$ cat config.mk
export PLATFORM = sky130hd
export DESIGN_NAME = ansi_sgr_escape_parser
export DESIGN_NICKNAME = d
export VERILOG_FILES = /design/src/rtl/core/asgr_pkg.sv /design/src/rtl/core/asgr_front.sv /design/src/rtl/core/asgr_queue.sv /design/src/rtl/core/asgr_back.sv /design/src/rtl/core/ansi_sgr_escape_parser.sv
export VERILOG_INCLUDE_DIRS = /design/src /design/src/rtl/core
export SDC_FILE = /design/constraint.sdc
export NUM_CORES = 1
export LEC_CHECK = 0
export ABC_CLOCK_PERIOD_IN_PS = 4300
export BUFFER_PORTS_ARGS = -buffer_cell sky130_fd_sc_hd__buf_2
export CAP_MARGIN = 20
export CELL_PAD_IN_SITES_DETAIL_PLACEMENT = 0
export CELL_PAD_IN_SITES_GLOBAL_PLACEMENT = 1
export CORE_MARGIN = 3
export CORE_UTILIZATION = 45
export CTS_BUF_LIST = sky130_fd_sc_hd__clkbuf_8
export CTS_CLUSTER_DIAMETER = 40
export CTS_CLUSTER_SIZE = 25
export DETAILED_ROUTE_END_ITERATION = 12
export PLACE_DENSITY = 0.88
export REMOVE_ABC_BUFFERS = 1
export SLEW_MARGIN = 20
export SYNTH_ARGS = -nofsm -noshare
export SYNTH_HDL_FRONTEND = slang
export SYNTH_SLANG_ARGS = --single-unit
$ cat constraint.sdc
create_clock -name clk -period 4.3 [get_ports clk]
set_input_delay 0.645 -clock clk [delete_from_list [all_inputs] [get_ports clk]]
set_output_delay 0.645 -clock clk [all_outputs]
set_load 0.05 [all_outputs]
$ cat src/rtl/core/ansi_sgr_escape_parser_macros.svh
// assertion macros shared by the sgr parser rtl
// each macro samples on clk and is disabled while rst is high
`ifndef ANSI_SGR_ESCAPE_PARSER_MACROS_SVH
`define ANSI_SGR_ESCAPE_PARSER_MACROS_SVH

// condition holds at every clock edge
`define ASGR_ASSERT_ALWAYS(lbl, cond, msg) \
  lbl: assert property (@(posedge clk) disable iff (rst) (cond)) else $error(msg);

// antecedent implies consequent in the same cycle
`define ASGR_ASSERT_IMPL(lbl, ante, cons, msg) \
  lbl: assert property (@(posedge clk) disable iff (rst) (ante) |-> (cons)) else $error(msg);

// antecedent implies consequent in the next cycle
`define ASGR_ASSERT_NEXT(lbl, ante, cons, msg) \
  lbl: assert property (@(posedge clk) disable iff (rst) (ante) |=> (cons)) else $error(msg);

`endif

$ cat src/rtl/core/asgr_pkg.sv
// types, constants and the sgr code decoder for the sgr escape parser
// no dependencies
package asgr_pkg;

  localparam int ATTR_W = 10;

  localparam logic [ATTR_W-1:0] DEFAULT_ATTR_RESET = 10'd7;

  // configuration register addresses
  localparam logic [2:0] REG_DEFAULT_ATTR = 3'd0;

  // result kinds carried on tuser
  localparam logic KIND_TEXT = 1'b0;
  localparam logic KIND_ATTR = 1'b1;

  // special characters
  localparam logic [7:0] CH_ESC   = 8'h1B;
  localparam logic [7:0] CH_CSI   = 8'h5B;
  localparam logic [7:0] CH_FINAL = 8'h6D;
  localparam logic [7:0] CH_SEP   = 8'h3B;
  localparam logic [7:0] CH_ZERO  = 8'h30;
  localparam logic [7:0] CH_NINE  = 8'h39;

  // sgr codes
  localparam logic [7:0] SGR_RESET     = 8'd0;
  localparam logic [7:0] SGR_UL_ON     = 8'd4;
  localparam logic [7:0] SGR_UL_OFF    = 8'd24;
  localparam logic [7:0] SGR_REV_ON    = 8'd7;
  localparam logic [7:0] SGR_REV_OFF   = 8'd27;
  localparam logic [7:0] SGR_FG_BASE   = 8'd30;
  localparam logic [7:0] SGR_FG_LAST   = 8'd37;
  localparam logic [7:0] SGR_FGB_BASE  = 8'd90;
  localparam logic [7:0] SGR_FGB_LAST  = 8'd97;
  localparam logic [7:0] SGR_BG_BASE   = 8'd40;
  localparam logic [7:0] SGR_BG_LAST   = 8'd47;
  localparam logic [7:0] SGR_BGB_BASE  = 8'd100;
  localparam logic [7:0] SGR_BGB_LAST  = 8'd107;

  localparam logic [7:0] PARAM_MAX = 8'd255;

  // attribute bit positions
  localparam int FG_BRIGHT_BIT = 3;
  localparam int BG_BRIGHT_BIT = 7;
  localparam int UL_BIT        = 8;
  localparam int REV_BIT       = 9;

  typedef enum logic [1:0] {
    PH_TEXT,
    PH_ESC,
    PH_CSI
  } phase_t;

  typedef enum logic [2:0] {
    OP_TEXT,
    OP_OPEN,
    OP_DIGIT,
    OP_SEP,
    OP_COMMIT
  } op_kind_t;

  typedef struct packed {
    op_kind_t    kind;
    logic [7:0]  data;
  } op_t;

  localparam int OP_W = $bits(op_t);

  // ansi colour index (bit0 red) to attribute colour bits (bit0 blue)
  function automatic logic [2:0] colour_map(input logic [2:0] n);
    colour_map = {n[0], n[1], n[2]};
  endfunction

  function automatic logic [ATTR_W-1:0] apply_code(input logic [ATTR_W-1:0] a,
                                                   input logic [7:0] code,
                                                   input logic [ATTR_W-1:0] dflt);
    logic [ATTR_W-1:0] r;
    logic [7:0]        off;
    r   = a;
    off = 8'd0;
    if (code == SGR_RESET) begin
      r = dflt;
    end else if (code == SGR_UL_ON) begin
      r[UL_BIT] = 1'b1;
    end else if (code == SGR_UL_OFF) begin
      r[UL_BIT] = 1'b0;
    end else if (code == SGR_REV_ON) begin
      r[REV_BIT] = 1'b1;
    end else if (code == SGR_REV_OFF) begin
      r[REV_BIT] = 1'b0;
    end else if (code inside {[SGR_FG_BASE:SGR_FG_LAST]}) begin
      off = code - SGR_FG_BASE;
      r[2:0] = colour_map(off[2:0]);
    end else if (code inside {[SGR_FGB_BASE:SGR_FGB_LAST]}) begin
      off = code - SGR_FGB_BASE;
      r[2:0] = colour_map(off[2:0]);
      r[FG_BRIGHT_BIT] = 1'b1;
    end else if (code inside {[SGR_BG_BASE:SGR_BG_LAST]}) begin
      off = code - SGR_BG_BASE;
      r[6:4] = colour_map(off[2:0]);
    end else if (code inside {[SGR_BGB_BASE:SGR_BGB_LAST]}) begin
      off = code - SGR_BGB_BASE;
      r[6:4] = colour_map(off[2:0]);
      r[BG_BRIGHT_BIT] = 1'b1;
    end
    apply_code = r;
  endfunction

endpackage

$ cat src/rtl/core/asgr_front.sv
// front end: accepts bytes, tracks the escape phase and turns bytes into ops
// depends on asgr_pkg
module asgr_front (
  input  logic         clk,
  input  logic         rst,
  input  logic         s_tvalid,
  output logic         s_tready,
  input  logic [7:0]   s_tdata,     // [7:0] in_byte
  input  logic         q_full,
  output logic         push,
  output asgr_pkg::op_t push_op
);
  import asgr_pkg::*;

  phase_t     phase;
  phase_t     phase_next;
  logic       accept;
  logic       is_digit;
  logic       has_op;
  op_kind_t   kind;

  assign s_tready = !q_full;
  assign accept   = s_tvalid && s_tready;
  assign is_digit = (s_tdata >= CH_ZERO) && (s_tdata <= CH_NINE);

  always_comb begin
    phase_next = phase;
    if (accept) begin
      case (phase)
        PH_CSI: begin
          if (!is_digit && s_tdata != CH_SEP) phase_next = PH_TEXT;
        end
        PH_ESC: begin
          if (s_tdata == CH_CSI)      phase_next = PH_CSI;
          else if (s_tdata == CH_ESC) phase_next = PH_ESC;
          else                        phase_next = PH_TEXT;
        end
        default: begin
          if (s_tdata == CH_ESC) phase_next = PH_ESC;
          else                   phase_next = PH_TEXT;
        end
      endcase
    end
  end

  // an escape byte or an aborted sequence produces no op
  always_comb begin
    has_op = 1'b0;
    kind   = OP_TEXT;
    case (phase)
      PH_CSI: begin
        has_op = 1'b1;
        if (is_digit)                  kind = OP_DIGIT;
        else if (s_tdata == CH_SEP)    kind = OP_SEP;
        else if (s_tdata == CH_FINAL)  kind = OP_COMMIT;
        else                           has_op = 1'b0;
      end
      PH_ESC: begin
        if (s_tdata == CH_CSI) begin
          has_op = 1'b1;
          kind   = OP_OPEN;
        end else begin
          has_op = (s_tdata != CH_ESC);
        end
      end
      default: begin
        has_op = (s_tdata != CH_ESC);
      end
    endcase
  end

  assign push         = accept && has_op;
  assign push_op.kind = kind;
  assign push_op.data = s_tdata;

  always_ff @(posedge clk) begin
    if (rst) phase <= PH_TEXT;
    else     phase <= phase_next;
  end

endmodule

$ cat src/rtl/core/asgr_queue.sv
// small flip-flop queue of ops between the front end and the back end
// depends on asgr_pkg
module asgr_queue #(
  parameter int DEPTH = 4
) (
  input  logic          clk,
  input  logic          rst,
  input  logic          push,
  input  asgr_pkg::op_t push_op,
  output logic          full,
  input  logic          pop,
  output logic          head_valid,
  output asgr_pkg::op_t head_op
);
  import asgr_pkg::*;

  localparam int PTR_W = (DEPTH > 1) ? $clog2(DEPTH) : 1;
  localparam int CNT_W = $clog2(DEPTH + 1);
  localparam logic [PTR_W-1:0] LAST_PTR = PTR_W'(DEPTH - 1);
  localparam logic [CNT_W-1:0] FULL_CNT = CNT_W'(DEPTH);

  op_t              entries [DEPTH];
  logic [PTR_W-1:0] wr_ptr;
  logic [PTR_W-1:0] rd_ptr;
  logic [CNT_W-1:0] count;
  logic             do_push;
  logic             do_pop;

  assign full       = (count == FULL_CNT);
  assign head_valid = (count != '0);
  assign head_op    = entries[rd_ptr];
  assign do_push    = push && !full;
  assign do_pop     = pop && head_valid;

  always_ff @(posedge clk) begin
    if (do_push) entries[wr_ptr] <= push_op;
  end

  always_ff @(posedge clk) begin
    if (rst) begin
      wr_ptr <= '0;
      rd_ptr <= '0;
      count  <= '0;
    end else begin
      if (do_push) wr_ptr <= (wr_ptr == LAST_PTR) ? '0 : wr_ptr + 1'b1;
      if (do_pop)  rd_ptr <= (rd_ptr == LAST_PTR) ? '0 : rd_ptr + 1'b1;
      if (do_push && !do_pop)      count <= count + 1'b1;
      else if (do_pop && !do_push) count <= count - 1'b1;
    end
  end

endmodule

$ cat src/rtl/core/asgr_back.sv
// back end: executes ops, holds the attribute state and the output register
// depends on asgr_pkg
module asgr_back (
  input  logic                        clk,
  input  logic                        rst,
  input  logic [asgr_pkg::ATTR_W-1:0] default_attr,
  input  logic                        head_valid,
  input  asgr_pkg::op_t               head_op,
  output logic                        pop,
  output logic                        m_tvalid,
  input  logic                        m_tready,
  output logic [23:0]                 m_tdata,   // [7:0] text_byte, [17:8] attribute
  output logic                        m_tuser    // [0] result_kind
);
  import asgr_pkg::*;

  logic [7:0]        param;
  logic [7:0]        param_next;
  logic              has_digits;
  logic [ATTR_W-1:0] working;
  logic [ATTR_W-1:0] current;
  logic [ATTR_W-1:0] applied;
  logic [ATTR_W-1:0] committed;
  logic [11:0]       digit_sum;
  logic              emits;
  logic              out_kind;
  logic [7:0]        out_byte;
  logic [ATTR_W-1:0] out_attr;

  assign emits = (head_op.kind == OP_TEXT) || (head_op.kind == OP_COMMIT);
  // output register frees up when it is empty or its transaction completes
  assign pop   = head_valid && (!emits || !m_tvalid || m_tready);

  // param * 10 + digit
  assign digit_sum  = {1'b0, param, 3'b000} + {3'b000, param, 1'b0}
                    + {8'd0, head_op.data[3:0]};
  assign param_next = (digit_sum > {4'd0, PARAM_MAX}) ? PARAM_MAX : digit_sum[7:0];
  assign applied    = apply_code(working, param, default_attr);
  assign committed  = has_digits ? applied : working;

  always_ff @(posedge clk) begin
    if (rst) begin
      param      <= '0;
      has_digits <= 1'b0;
      working    <= DEFAULT_ATTR_RESET;
      current    <= DEFAULT_ATTR_RESET;
    end else if (pop) begin
      case (head_op.kind)
        OP_OPEN: begin
          param      <= '0;
          has_digits <= 1'b0;
          working    <= current;
        end
        OP_DIGIT: begin
          param      <= param_next;
          has_digits <= 1'b1;
        end
        OP_SEP: begin
          working    <= applied;
          param      <= '0;
          has_digits <= 1'b0;
        end
        OP_COMMIT: begin
          working    <= committed;
          current    <= committed;
          param      <= '0;
          has_digits <= 1'b0;
        end
        default: ;
      endcase
    end
  end

  always_ff @(posedge clk) begin
    if (rst) begin
      m_tvalid <= 1'b0;
    end else if (pop && emits) begin
      m_tvalid <= 1'b1;
    end else if (m_tready) begin
      m_tvalid <= 1'b0;
    end
  end

  always_ff @(posedge clk) begin
    if (pop && emits) begin
      if (head_op.kind == OP_COMMIT) begin
        out_kind <= KIND_ATTR;
        out_byte <= 8'd0;
        out_attr <= committed;
      end else begin
        out_kind <= KIND_TEXT;
        out_byte <= head_op.data;
        out_attr <= current;
      end
    end
  end

  assign m_tdata = {6'd0, out_attr, out_byte};
  assign m_tuser = out_kind;

endmodule

$ cat src/rtl/core/ansi_sgr_escape_parser.sv
// sgr escape parser: one byte per cycle in while s_tready is high, text bytes or attribute updates out
// a byte that makes a result is registered in the op queue and then in the output register before it shows on m_tvalid
// throughput: 1 byte per cycle while s_tready is high, set by the back end op loop
// the op queue (QUEUE_DEPTH entries) lets input run on while the output stalls
// reset: rst synchronous, clears phase, queue, output; attributes and default go to 7
// depends on asgr_pkg, asgr_front, asgr_queue, asgr_back
`include "ansi_sgr_escape_parser_macros.svh"

module ansi_sgr_escape_parser #(
  parameter int QUEUE_DEPTH = 4
) (
  input  logic        clk,
  input  logic        rst,
  input  logic        s_tvalid,
  output logic        s_tready,
  input  logic [7:0]  s_tdata,    // [7:0] in_byte
  output logic        m_tvalid,
  input  logic        m_tready,
  output logic [23:0] m_tdata,    // [7:0] text_byte, [17:8] attribute
  output logic        m_tuser,    // [0] result_kind
  input  logic        psel,
  input  logic        penable,
  input  logic        pwrite,
  input  logic [2:0]  paddr,
  input  logic [31:0] pwdata,
  output logic [31:0] prdata,
  output logic        pready
);
  import asgr_pkg::*;

  logic [ATTR_W-1:0] default_attr;
  logic              cfg_wr;
  logic              q_full;
  logic              push;
  op_t               push_op;
  logic              pop;
  logic              head_valid;
  op_t               head_op;

  assign pready = 1'b1;
  assign cfg_wr = psel && penable && pwrite && pready;
  assign prdata = (paddr == REG_DEFAULT_ATTR) ? {22'd0, default_attr} : 32'd0;

  always_ff @(posedge clk) begin
    if (rst) begin
      default_attr <= DEFAULT_ATTR_RESET;
    end else if (cfg_wr && paddr == REG_DEFAULT_ATTR) begin
      default_attr <= pwdata[ATTR_W-1:0];
    end
  end

  asgr_front u_front (
    .clk      (clk),
    .rst      (rst),
    .s_tvalid (s_tvalid),
    .s_tready (s_tready),
    .s_tdata  (s_tdata),
    .q_full   (q_full),
    .push     (push),
    .push_op  (push_op)
  );

  asgr_queue #(
    .DEPTH (QUEUE_DEPTH)
  ) u_queue (
    .clk        (clk),
    .rst        (rst),
    .push       (push),
    .push_op    (push_op),
    .full       (q_full),
    .pop        (pop),
    .head_valid (head_valid),
    .head_op    (head_op)
  );

  asgr_back u_back (
    .clk          (clk),
    .rst          (rst),
    .default_attr (default_attr),
    .head_valid   (head_valid),
    .head_op      (head_op),
    .pop          (pop),
    .m_tvalid     (m_tvalid),
    .m_tready     (m_tready),
    .m_tdata      (m_tdata),
    .m_tuser      (m_tuser)
  );

  `ASGR_ASSERT_IMPL(a_full_blocks_input, q_full, !s_tready, "input taken while op queue full")
  `ASGR_ASSERT_IMPL(a_attr_has_no_text, m_tvalid && m_tuser == KIND_ATTR, m_tdata[7:0] == 8'd0, "attribute update carries a text byte")
  `ASGR_ASSERT_NEXT(a_cfg_write_lands, cfg_wr && paddr == REG_DEFAULT_ATTR, default_attr == $past(pwdata[ATTR_W-1:0]), "default attribute write lost")
  `ASGR_ASSERT_ALWAYS(a_pop_needs_entry, !pop || head_valid, "op popped from empty queue")

endmodule
==> results by group, run 1 <==
Job
  – Max Cap Viol: 0

Floorplanning
  – Initial Utilization: 46.3%
  – Row cnt: 42
  – Die area: roughly 15000 µm²
  – Ports: 110
  – Core area: 13300 µm²
  – Die W: around 120 µm
  – Die height: ~120 µm

Clock network
  – CTS Hold Bufs: 0
  – Htree depth: 4
  – Clock Tree Buf Depth: 2
  – Clock transition at path regs: 70 ps
  – Clock sinks: roughly 110
  – PostCTS Resize Cnt: 0
  – Num CTS Buffers: 17
  – Clk_lat worst skew: around 450 ps
  – Post-CTS Repair Setup Buffers: 0
  – CTS tree: done
  – CTS root buffer: clkbuf_8

STA
  – Final Skew: about 10 ps
  – Pins over their slew limit: 0
  – Final setup fails: 0
  – Max Freq: 279 MHz
  – RSZ-0062 raised after global routing: no
  – Tcrit/Tclk final: between 80% and 90%
  – Setup_tns: 0 ps
  – Hold Vio Cnt, Final: 0
  – Tmin final: 3580 ps
  – Worst slew margin: between 40% and 50%
  – Slew @ Worst Pin: 870 ps

Routing
  – Via count: 4579
  – Via density: between 5 and 6
  – Wire per inst: between 15 and 20 µm
  – Drt pass-1 iters: 5
  – Drt initial violations: ~300
  – Routed WL: approximately 13000 µm
  – Post-DRT Antenna Nets: 0
  – Post-route DRC: 0

Place
  – I/O Buffers: 58
  – Routability congestion estimate: roughly 0.95
  – Placed cells: between 800 and 900
  – HPWL Detailed: roughly 9000 µm
  – Placed cell areas: between 6000 and 7000 µm²

Layout
  – ANT cells: 0
  – Util after Layout: 51.9%
  – Commonest non-fill, non-tap cell in the layout: nand2_1
  – Layout fillers: between 1000 and 1500
  – Area delta synth->final: 12.1%
  – Final std cells w/o fill: around 840
  – Final Cell Area: 6930 µm²
  – Most frequent cells in the layout: 65 x nand2_1, 63 x edfxtp_1, 58 x buf_2
  – Share of cells above drive strength 1: around 17%
  – NumNets Final: 730

GRT
  – First-pass GRT wire length: 21100 µm
  – Largest net degree at the start of global routing: 46
  – Number of global-route vias before repair: approximately 4300
  – GRT Total Usage: between 15 and 20%
  – Initial antenna violation count: 0
  – Remaining Overflow, GRT: 0

Synthesis
  – Post-synth EDFFs: 63
  – Syn Inst Count: around 600
  – Post-synthesis register bit count: approximately 110
  – Syn Area/Cell: about 10 µm²
  – Async set-reset flop share out of synthesis: 0%
  – Post-synthesis sequential area ratio: 47.1%
  – Synth warn: 0
  – Main synth FF type: edfxtp_1
  – Synthesized area: 6180 µm²
  – Count of different cell masters after synthesis: 73

Worst hold path
  – Worst hold path class: primary input to register

Power and ir drop
  – Sw Share: ~40%
  – Flop pwr share: a little over a third
  – Clock power share: between 20 and 25%
  – Internal power: ~2.7 mW
  – Combinational power share: 39.8%
  – Total Power Consumption: 4.42 mW
  – P_leak: around 2.8 nW
  – Pwr/cell area: around 640 nW/µm²
  – Switching power: 1.76 mW
  – Max IR drop VDD: roughly 0.27 mV

Setup path
  – Crit end category: register
  – CP Max Fanout: 8
  – CP Data Arrival Time: 3910 ps
  – WS Path Type: register to register
  – Startpoint Class: register
  – CP required: approximately 4600 ps

Outcome
  – Outcome: complete, no violations
==> cells by family (layout without fill, tap and decap cells) <==
| kind of cell | after synthesis | count (layout) | synth area share [%] |
|---|---|---|---|
| muxes | 22 | 22 | 6.21 |
| and+or+nand+nor | 220 | 220 | 18.3 |
| adders and majority gates | 28 | 28 | 6.03 |
| buffers and inverters | 73 | 112 | 6.66 |
| AOI/OAI and AO/OA | 133 | 133 | 14.5 |
| other | 2 | 29 | 0.121 |
| xor gates and xnor gates | 7 | 7 | 0.992 |
| DFF | 114 | 114 | 47.1 |
==> per-layer routing <==
layer	track usage, %	vias up	wire length [µm]
met4	7.20	0	202
met2	30.9	137	6590
met3	5.26	20	813
met1	21.5	2188	5620
li1	-	2234	-
met5	0	-	0
==> flip-flops by register name (all words and copies together), names as in the netlist, 2 cells and up, named ones only <==
register / count
default_attr: 10
u_back.current: 10
u_back.out_attr: 10
u_back.out_byte: 8
u_back.param: 8
u_back.working: 10
u_front.phase: 2
u_queue.count: 3
u_queue.entries: 44
u_queue.rd_ptr: 2
u_queue.wr_ptr: 2
==> worst max-delay path: stages, from the launching register on <==
cell and delay [ps]:
dfxtp_1 590, mux4_2 600, fa_1 540, fa_1 450, and2_1 180, o21ai_0 260, o21bai_1 100, a21oi_1 150
o2111ai_1 260, o21ai_0 250, nand2_1 70
==> final timing paths <==
| kind | startpoint | end | slack (ps) | cells past startpoint |
|---|---|---|---|---|
| worst max register to register | register | u_back.param[1]$_SDFFE_PP0P_ | 720 | 10 |
| worst min-delay path | pwdata[2] | default_attr[2]$_SDFFE_PP1P_ | 420 | 3 |
| worst max-delay path | register | u_back.param[1]$_SDFFE_PP0P_ | 720 | 10 |
| worst min register to register | u_back.current[1]$_SDFFE_PP1P_ | u_back.current[1]$_SDFFE_PP1P_ | 470 | 2 |
==> Yosys cell counts (5+ instances only) <==
| cell type | number | area [µm²] |
|---|---|---|
| ha_1 | 25 | 313 |
| a211oi_1 | 8 | 60.1 |
| dfxtp_1 | 51 | 1020 |
| o21ai_0 | 27 | 135 |
| mux2i_1 | 11 | 110 |
| inv_1 | 14 | 52.6 |
| a311oi_1 | 7 | 61.3 |
| mux4_1 | 7 | 184 |
| nor3_1 | 11 | 55.1 |
| and2_1 | 25 | 156 |
| a31oi_1 | 5 | 31.3 |
| nand3_1 | 10 | 50.1 |
| nor2_1 | 50 | 188 |
| a21oi_1 | 35 | 175 |
| nand2_1 | 65 | 244 |
| xnor2_1 | 5 | 43.8 |
| and3_1 | 5 | 31.3 |
| buf_4 | 30 | 225 |
| edfxtp_1 | 63 | 1890 |
| a21o_1 | 7 | 52.6 |
| nand2b_1 | 11 | 68.8 |
| clkbuf_1 | 23 | 86.3 |
| nor2b_1 | 5 | 31.3 |
==> through the flow <==
step | setup slack (ps) | hold slack [ps]
2_1_floorplan | 958 | 432
5_1_grt | 295 | 405
6_report | 716 | 424
4_1_cts | 680 | 404
3_3_place_gp | 749 | 455
3_5_place_dp | 693 | 460
==> area by class of cell <==
class                           instances  area [µm²]  share of cell area (%)
Clock buffer                           18         248                    3.57
Inverter                               15        56.3                   0.812
Tap cell                              176         220                    3.18
Timing Repair Buffer                   65         343                    4.95
Clock inverter                         14         189                    2.73
Multi-Input combinational cell        439        2960                    42.7
Sequential cell                       114        2910                    42.0
==> power by group through the flow <==
| stage | sequential, mW | combinational [mW] | clock (mW) |
|---|---|---|---|
| after global routing | 1.61 | 1.93 | 1.16 |
| final | 1.58 | 1.76 | 1.08 |
| after floorplan | 1.81 | 1.08 | 0 |
| after detailed placement | 1.60 | 1.76 | 0 |
| after global placement | 1.59 | 1.72 | 0 |
| after CTS | 1.58 | 1.77 | 1.11 |
Note: power is estimated with default switching activity, not from simulation.
==> run 2, diff against run 1 <==
--- a/config.mk
+++ b/config.mk
@@ -6,7 +6,7 @@
 export SDC_FILE = /design/constraint.sdc
 export NUM_CORES = 1
 export LEC_CHECK = 0
-export ABC_CLOCK_PERIOD_IN_PS = 4300
+export ABC_CLOCK_PERIOD_IN_PS = 3510
 export BUFFER_PORTS_ARGS = -buffer_cell sky130_fd_sc_hd__buf_2
 export CAP_MARGIN = 20
 export CELL_PAD_IN_SITES_DETAIL_PLACEMENT = 0
==> constraint.sdc (replaced) <==
create_clock -name clk -period 3.51 [get_ports clk]
set_input_delay 0.5265 -clock clk [delete_from_list [all_inputs] [get_ports clk]]
set_output_delay 0.5265 -clock clk [all_outputs]
set_load 0.05 [all_outputs]
==> results by group, run 2 (same netlist as run 1, synthesis figures left out) <==
Setup path
  – CP Data Arrival Time: 3610 ps (was 3910 ps)
  – R2R Setup Slk: 240 ps (was 720 ps)
  – Startpoint Class: register (unchanged)
  – CP Max Fanout: 8 (unchanged)
  – CP required: 3840 ps (was 4630 ps)
  – Crit end category: register (unchanged)
  – WS Path Type: register to register (unchanged)

GRT
  – Initial antenna violation count: 0 (unchanged)
  – First-pass GRT wire length: 21600 µm (was 21100 µm)
  – Largest net degree at the start of global routing: 46 (unchanged)
  – GRT Total Usage: 18.4% (was 18.1%)
  – Remaining Overflow, GRT: 0 (unchanged)
  – Number of global-route vias before repair: 4483 (was 4309)

Routing
  – Wire per inst: 15.6 µm (was 15.7 µm)
  – Via count: 4628 (was 4579)
  – Post-DRT Antenna Nets: 0 (unchanged)
  – Via density: 5.44 (about the same)
  – Drt initial violations: 238 (was 299)
  – Drt pass-1 iters: 4 (was 5)
  – Post-route DRC: 0 (unchanged)
  – Routed WL: 13200 µm (about the same)

Layout
  – Util after Layout: 52.0% (was 51.9%)
  – Multi-input logic area: 2970 µm² (was 2960 µm²)
  – NumNets Final: 739 (was 730)
  – Layout fillers: 1186 (was 1197)
  – Final std cells w/o fill: 850 (was 841)
  – Most frequent cells in the layout: 65 x nand2_1, 63 x edfxtp_1, 58 x buf_2 (unchanged)
  – Share of cells above drive strength 1: 19.1% (was 17.4%)
  – Commonest non-fill, non-tap cell in the layout: nand2_1 (unchanged)
  – ANT cells: 0 (unchanged)
  – Area delta synth->final: 12.4% (was 12.1%)
  – Largest register FFs: 44 (unchanged)
  – Biggest register: u_queue.entries (unchanged)
  – FF/Latch Area: 2910 µm² (about the same)

Clock network
  – Clock transition at path regs: 70 ps (about the same)
  – Htree depth: 4 (unchanged)
  – Clk_lat worst skew: 440 ps (was 450 ps)
  – Post-CTS Repair Setup Buffers: 0 (unchanged)
  – Clock sinks: 114 (unchanged)
  – CTS root buffer: clkbuf_8 (unchanged)
  – Num CTS Buffers: 17 (unchanged)
  – CTS tree: done (unchanged)
  – Clock Tree Buf Depth: 2 (unchanged)
  – CTS Hold Bufs: 0 (unchanged)

Worst hold path
  – Worst hold path class: primary input to register (unchanged)
  – Hold wc startpoint: pwdata[0] (was pwdata[2])

Floorplanning
  – Initial Utilization: 46.3% (unchanged)
  – Die height: 123 µm (unchanged)
  – Core area: 13300 µm² (unchanged)
  – Ports: 110 (unchanged)
  – Die W: 123 µm (unchanged)
  – Row cnt: 42 (unchanged)
  – Die area: 15200 µm² (unchanged)

Power and ir drop
  – Max IR drop VDD: 0.435 mV (was 0.270 mV)
  – Pwr/cell area: 764 nW/µm² (was 638 nW/µm²)
  – P_leak: 2.78 nW (was 2.77 nW)

STA
  – Fin Hold WS: 309 ps (was 424 ps)
  – Tcrit/Tclk final: 93.2% (was 83.3%)
  – Worst slew margin: 41.5% (about the same)
  – Final Skew: 8.71 ps (was 9.95 ps)
  – Final setup fails: 0 (unchanged)
  – RSZ-0062 raised after global routing: yes (was no)
  – Pins over their slew limit: 0 (unchanged)
  – Slew @ Worst Pin: 871 ps (was 870 ps)
  – Max Freq: 306 MHz (was 279 MHz)
  – Tmin final: 3270 ps (was 3580 ps)
  – Hold Vio Cnt, Final: 0 (unchanged)

Place
  – Placed cells: 818 (was 809)
  – HPWL Detailed: 9440 µm (was 9200 µm)
  – Routability congestion estimate: 0.912 (was 0.949)
  – I/O Buffers: 58 (unchanged)

Job
  – Max Cap Viol: 0 (unchanged)

Outcome
  – Outcome: complete, no violations (unchanged)
-- run 2: cell types whose count changed in the layout (fill, tap and decap cells not counted), sizes merged --
cell / before / now
inv: 18 / 20
clkinvlp: 3 / 4
bufinv: 4 / 1
buf: 65 / 74
-- run 2: power by group --
part | switching, mW | leakage [nW] | internal [mW] | total [mW]
logic | 1.46 | 1.61 | 0.796 | 2.26
clock network | 0.566 | 0.181 | 0.585 | 1.15
registers | 0.172 | 0.992 | 1.72 | 1.90
total | 2.20 | 2.78 | 3.11 | 5.31
-- run 2: final timing paths --
check	endpoint	depth (start not counted)
worst max register to register	u_back.param[4]$_SDFFE_PP0P_	11
worst min register to register	u_back.current[1]$_SDFFE_PP1P_	2
worst min-delay path	default_attr[0]$_SDFFE_PP1P_	3
worst max-delay path	u_back.param[4]$_SDFFE_PP0P_	11
-- run 2: worst max-delay path, stage by stage, from the launching register on --
cell and delay (ps):
dfxtp_2 400, mux4_1 610, ha_1 330, ha_1 240, fa_1 390, and2_1 180, o21ai_1 200, o21bai_1 90
a21oi_1 180, o2111ai_2 240, o21ai_0 240, nand2_1 80
-- run 2: repair_timing --
action / CTS / global route
hold endpoints to repair: 0 / 0
resized for setup: 0 / 6
setup endpoints to repair: 0 / 8
-- run 2: cell type report --
cell class              instances  share of cell area [%]
clock buffers                  18                    3.57
repair buffers                 74                    5.91
clock inverters                14                    1.87
well taps                     176                    3.17
flip-flops and latches        114                    41.9
inverters                      15                   0.811
multi-input cells             439                    42.7
-- run 2: stage by stage --
stage | setup slack (ps) | TNS (ps) | power [mW] | cell area, µm²
global route | -11.0 | -22.1 | 5.68 | 6950
floorplan | 168 | 0 | 3.53 | 5930
detailed placement | 25.2 | 0 | 4.18 | 6560
global placement | 121 | 0 | 4.10 | 6560
CTS | 13.5 | 0 | 5.35 | 6940
finish | 237 | 0 | 5.31 | 6950
-- run 2: routing by layer --
| metal | part of all wire, % | global-route usage [%] |
|---|---|---|
| met1 | 43 | 22.0 |
| met2 | 50 | 32.1 |
| met3 | 6.0 | 5.31 |
| met4 | 1.5 | 5.61 |
| met5 | 0 | 0 |
==> run 3, diff against run 2 <==
--- a/config.mk
+++ b/config.mk
@@ -12,14 +12,15 @@
 export CELL_PAD_IN_SITES_DETAIL_PLACEMENT = 0
 export CELL_PAD_IN_SITES_GLOBAL_PLACEMENT = 1
 export CORE_MARGIN = 3
-export CORE_UTILIZATION = 45
+export CORE_UTILIZATION = 46
 export CTS_BUF_LIST = sky130_fd_sc_hd__clkbuf_8
 export CTS_CLUSTER_DIAMETER = 40
 export CTS_CLUSTER_SIZE = 25
 export DETAILED_ROUTE_END_ITERATION = 12
-export PLACE_DENSITY = 0.88
+export PLACE_DENSITY = 0.89
 export REMOVE_ABC_BUFFERS = 1
 export SLEW_MARGIN = 20
 export SYNTH_ARGS = -nofsm -noshare
 export SYNTH_HDL_FRONTEND = slang
+export SYNTH_HIERARCHICAL = 1
 export SYNTH_SLANG_ARGS = --single-unit
==> results by group, run 3 <==
Power and ir drop
  – Pwr/cell area: 725 nW/µm² (was 764 nW/µm²)
  – Max IR drop VDD: 0.434 mV (was 0.435 mV)
  – P_leak: 2.75 nW (was 2.78 nW)

Synthesis
  – Largest family of logic cells by synthesized area: simple AND/OR/NAND/NOR gates (unchanged)
  – Main synth FF type: edfxtp_1 (unchanged)
  – Syn Inst Count: 590 (was 599)
  – Async set-reset flop share out of synthesis: 0% (unchanged)
  – Synthesized area: 6310 µm² (was 6180 µm²)
  – Simple-gate share of the synthesized area: 17.4% (was 18.3%)
  – Syn Area/Cell: 10.7 µm² (was 10.3 µm²)
  – Compound-gate portion of the synthesized area: 15.0% (was 14.5%)
  – Post-synth EDFFs: 63 (unchanged)
  – Cells taking the most area after synthesis: edfxtp_1 30%, dfxtp_1 16%, ha_1 5.0% (was edfxtp_1 31%, dfxtp_1 17%, ha_1 5.1%)
  – Synth warn: 6 (was 0)
  – Area leader, netlist: edfxtp_1 (unchanged)
  – Top-area cell type share of the netlist area: 30.0% (was 30.6%)
  – Adder-cell share of the synthesized area: 5.91% (was 6.03%)
  – Most frequent cell after synthesis: edfxtp_1 (was nand2_1)
  – Post-synthesis register bit count: 114 (unchanged)
  – Post-Synth XOR/XNOR Area: 1.11% (was 0.992%)
  – Commonest cells post-synth: 63 x edfxtp_1, 51 x dfxtp_1, 47 x nor2_1 (was 65 x nand2_1, 63 x edfxtp_1, 51 x dfxtp_1)
  – Post-synthesis sequential area ratio: 46.2% (was 47.1%)
  – Post-synthesis mux area share: 6.17% (was 6.21%)
  – Count of different cell masters after synthesis: 81 (was 73)

Layout
  – Share of cells above drive strength 1: 22.5% (was 19.1%)
  – Commonest non-fill, non-tap cell in the layout: edfxtp_1 (was nand2_1)
  – Area delta synth->final: 10.7% (was 12.4%)
  – Layout fillers: 1189 (was 1186)
  – ANT cells: 0 (unchanged)
  – NumNets Final: 719 (was 739)
  – Biggest register: u_queue/entries (was u_queue.entries)
  – Most frequent cells in the layout: 63 x edfxtp_1, 58 x buf_2, 51 x dfxtp_1 (was 65 x nand2_1, 63 x edfxtp_1, 58 x buf_2)
  – Util after Layout: 52.3% (was 52.0%)
  – Largest register FFs: 44 (unchanged)

Routing
  – Via count: 4593 (was 4628)
  – Wire per inst: 16.0 µm (was 15.6 µm)
  – Via density: 5.53 (was 5.44)
  – Drt initial violations: 277 (was 238)
  – Post-route DRC: 0 (unchanged)
  – Routed WL: 13300 µm (was 13200 µm)
  – Drt pass-1 iters: 7 (was 4)
  – Post-DRT Antenna Nets: 0 (unchanged)

Clock network
  – Clock sinks: 114 (unchanged)
  – Clock transition at path regs: 70 ps (about the same)
  – Htree depth: 4 (unchanged)
  – Num CTS Buffers: 17 (unchanged)
  – Clk_lat worst skew: 440 ps (about the same)
  – CTS tree: done (unchanged)
  – Post-CTS Repair Setup Buffers: 0 (unchanged)
  – CTS root buffer: clkbuf_8 (unchanged)
  – Clock Tree Buf Depth: 2 (unchanged)

Setup path
  – WS Path Type: register to register (unchanged)
  – Crit path max-delay cell type: or3_2 (was mux4_1)
  – Cell mode on critical path: inv_1 (was ha_1)
  – CP required: 3880 ps (was 3840 ps)
  – CP Data Arrival Time: 3730 ps (was 3610 ps)
  – Crit end category: register (unchanged)
  – Critical path's largest stage delay: 420 ps (was 610 ps)
  – WP buf/inv: 3 (was 0)
  – Crit-path leading delay family: simple AND/OR/NAND/NOR gates (was adder cells)
  – Crit-path cells: inv_1 -> ha_1 -> nor3b_2 -> nand2_1 -> nor4b_4 -> o311a_1 -> inv_1 -> nor2_2 -> ha_1 -> inv_1 -> fa_1 -> xor2_1 -> or3_2 -> a21oi_1 (was mux4_1 -> ha_1 -> ha_1 -> fa_1 -> and2_1 -> o21ai_1 -> o21bai_1 -> a21oi_1 -> o2111ai_2 -> o21ai_0 -> nand2_1)
  – CP Max Fanout: 4 (was 8)
  – Startpoint Class: register (unchanged)

STA
  – Final Skew: 12.9 ps (was 8.71 ps)
  – Worst slew margin: 48.6% (was 41.5%)
  – Setup ws final: 149 ps (was 237 ps)
  – Tcrit/Tclk final: 95.8% (was 93.2%)
  – Max Freq: 298 MHz (was 306 MHz)
  – Pins over their slew limit: 0 (unchanged)
  – Final setup fails: 0 (unchanged)
  – Hold Vio Cnt, Final: 0 (unchanged)
  – Slew @ Worst Pin: 770 ps (was 871 ps)
  – Tmin final: 3360 ps (was 3270 ps)

GRT
  – Grt met2 use: 31.8% (was 32.1%)
  – Number of global-route vias before repair: 4483 (unchanged)
  – Met1 usage: 22.7% (was 22.0%)
  – First-pass GRT wire length: 21700 µm (was 21600 µm)
  – Remaining Overflow, GRT: 0 (unchanged)
  – GRT Total Usage: 18.3% (was 18.4%)
  – Largest net degree at the start of global routing: 32 (was 46)
  – Met3 usage: 4.12% (was 5.31%)
  – GR peak layer: met2 (unchanged)
  – Initial antenna violation count: 0 (unchanged)

Place
  – Pre-CTS setup slack: 105 ps (was 25.2 ps)
  – HPWL Detailed: 9480 µm (was 9440 µm)
  – Routability congestion estimate: 0.846 (was 0.912)
  – I/O Buffers: 58 (unchanged)

Floorplanning
  – Initial Utilization: 47.2% (was 46.3%)
  – Die height: 123 µm (about the same)
  – Die W: 123 µm (about the same)
  – Core area: 13300 µm² (unchanged)
  – Die area: 15100 µm² (was 15200 µm²)
  – Ports: 110 (unchanged)
  – Row cnt: 42 (unchanged)

Outcome
  – Outcome: complete, no violations (unchanged)

Worst hold path
  – Worst hold path class: primary input to register (unchanged)

Job
  – Max Cap Viol: 0 (unchanged)
run 3: logic make-up after synthesis:
| logic type | after synthesis |
|---|---|
| XOR/XNOR | 8 |
| multiplexers | 25 |
| AO/OA/AOI/OAI | 133 |
| other | 3 |
| adder cells (fa/ha/maj) | 28 |
| AND/OR/NAND/NOR | 195 |
| flip-flops | 114 |
| buffers and inverters | 84 |
run 3: worst min-delay path, stage by stage:
cell      delay (ps)
buf_2            100
nand2b_1          50
mux2i_1           60
run 3: timing repair:
| action | CTS | global route |
|---|---|---|
| hold buffers | 0 | 0 |
| gates resized for setup | 0 | 4 |
| endpoints found under the setup margin | 0 | 9 |
run 3: area by class of cell:
type | count | area (µm²) | share of cell area, %
clock buffers | 17 | 234 | 3.35
clock inverters | 15 | 134 | 1.92
inverters | 18 | 72.6 | 1.04
multi-input cells | 418 | 3000 | 43.0
flip-flops and latches | 114 | 2910 | 41.7
well taps | 176 | 220 | 3.15
repair buffers | 72 | 408 | 5.84
run 3: routing by layer:
metal	wire, µm	share of wire (%)
met5	0	0
met3	780	5.9
met1	5580	42
met4	189	1.4
met2	6740	51
run 3: worst paths after layout:
kind / startpoint / end / slack [ps] / depth (start not counted)
min: pwdata[7] / default_attr[7]$_SDFFE_PP0P_ / 350 / 3
min reg2reg: default_attr[5]$_SDFFE_PP0P_ / default_attr[5]$_SDFFE_PP0P_ / 490 / 2
max reg2reg: u_front/phase[0]$_SDFFE_PP0P_ / u_queue/count[2]$_SDFFE_PP0P_ / 150 / 14
max: u_front/phase[0]$_SDFFE_PP0P_ / u_queue/count[2]$_SDFFE_PP0P_ / 150 / 14
run 3: through the flow:
stage                     setup TNS [ps]  std cells  power (mW)  area (µm²)  hold WS [ps]
after floorplan                        0        550        3.39        5970           438
after global routing               -58.3        830        5.38        6980           343
after detailed placement               0        798        3.96        6600           475
after CTS                              0        830        5.10        6970           322
after global placement                 0        798        3.88        6600           459
final                                  0        830        5.06        6980           345
run 3: power breakdown:
| part | internal, mW | switching, mW | leakage [nW] |
|---|---|---|---|
| sequential | 1.71 | 0.156 | 0.981 |
| combinational | 0.708 | 1.36 | 1.59 |
| clock | 0.562 | 0.560 | 0.178 |
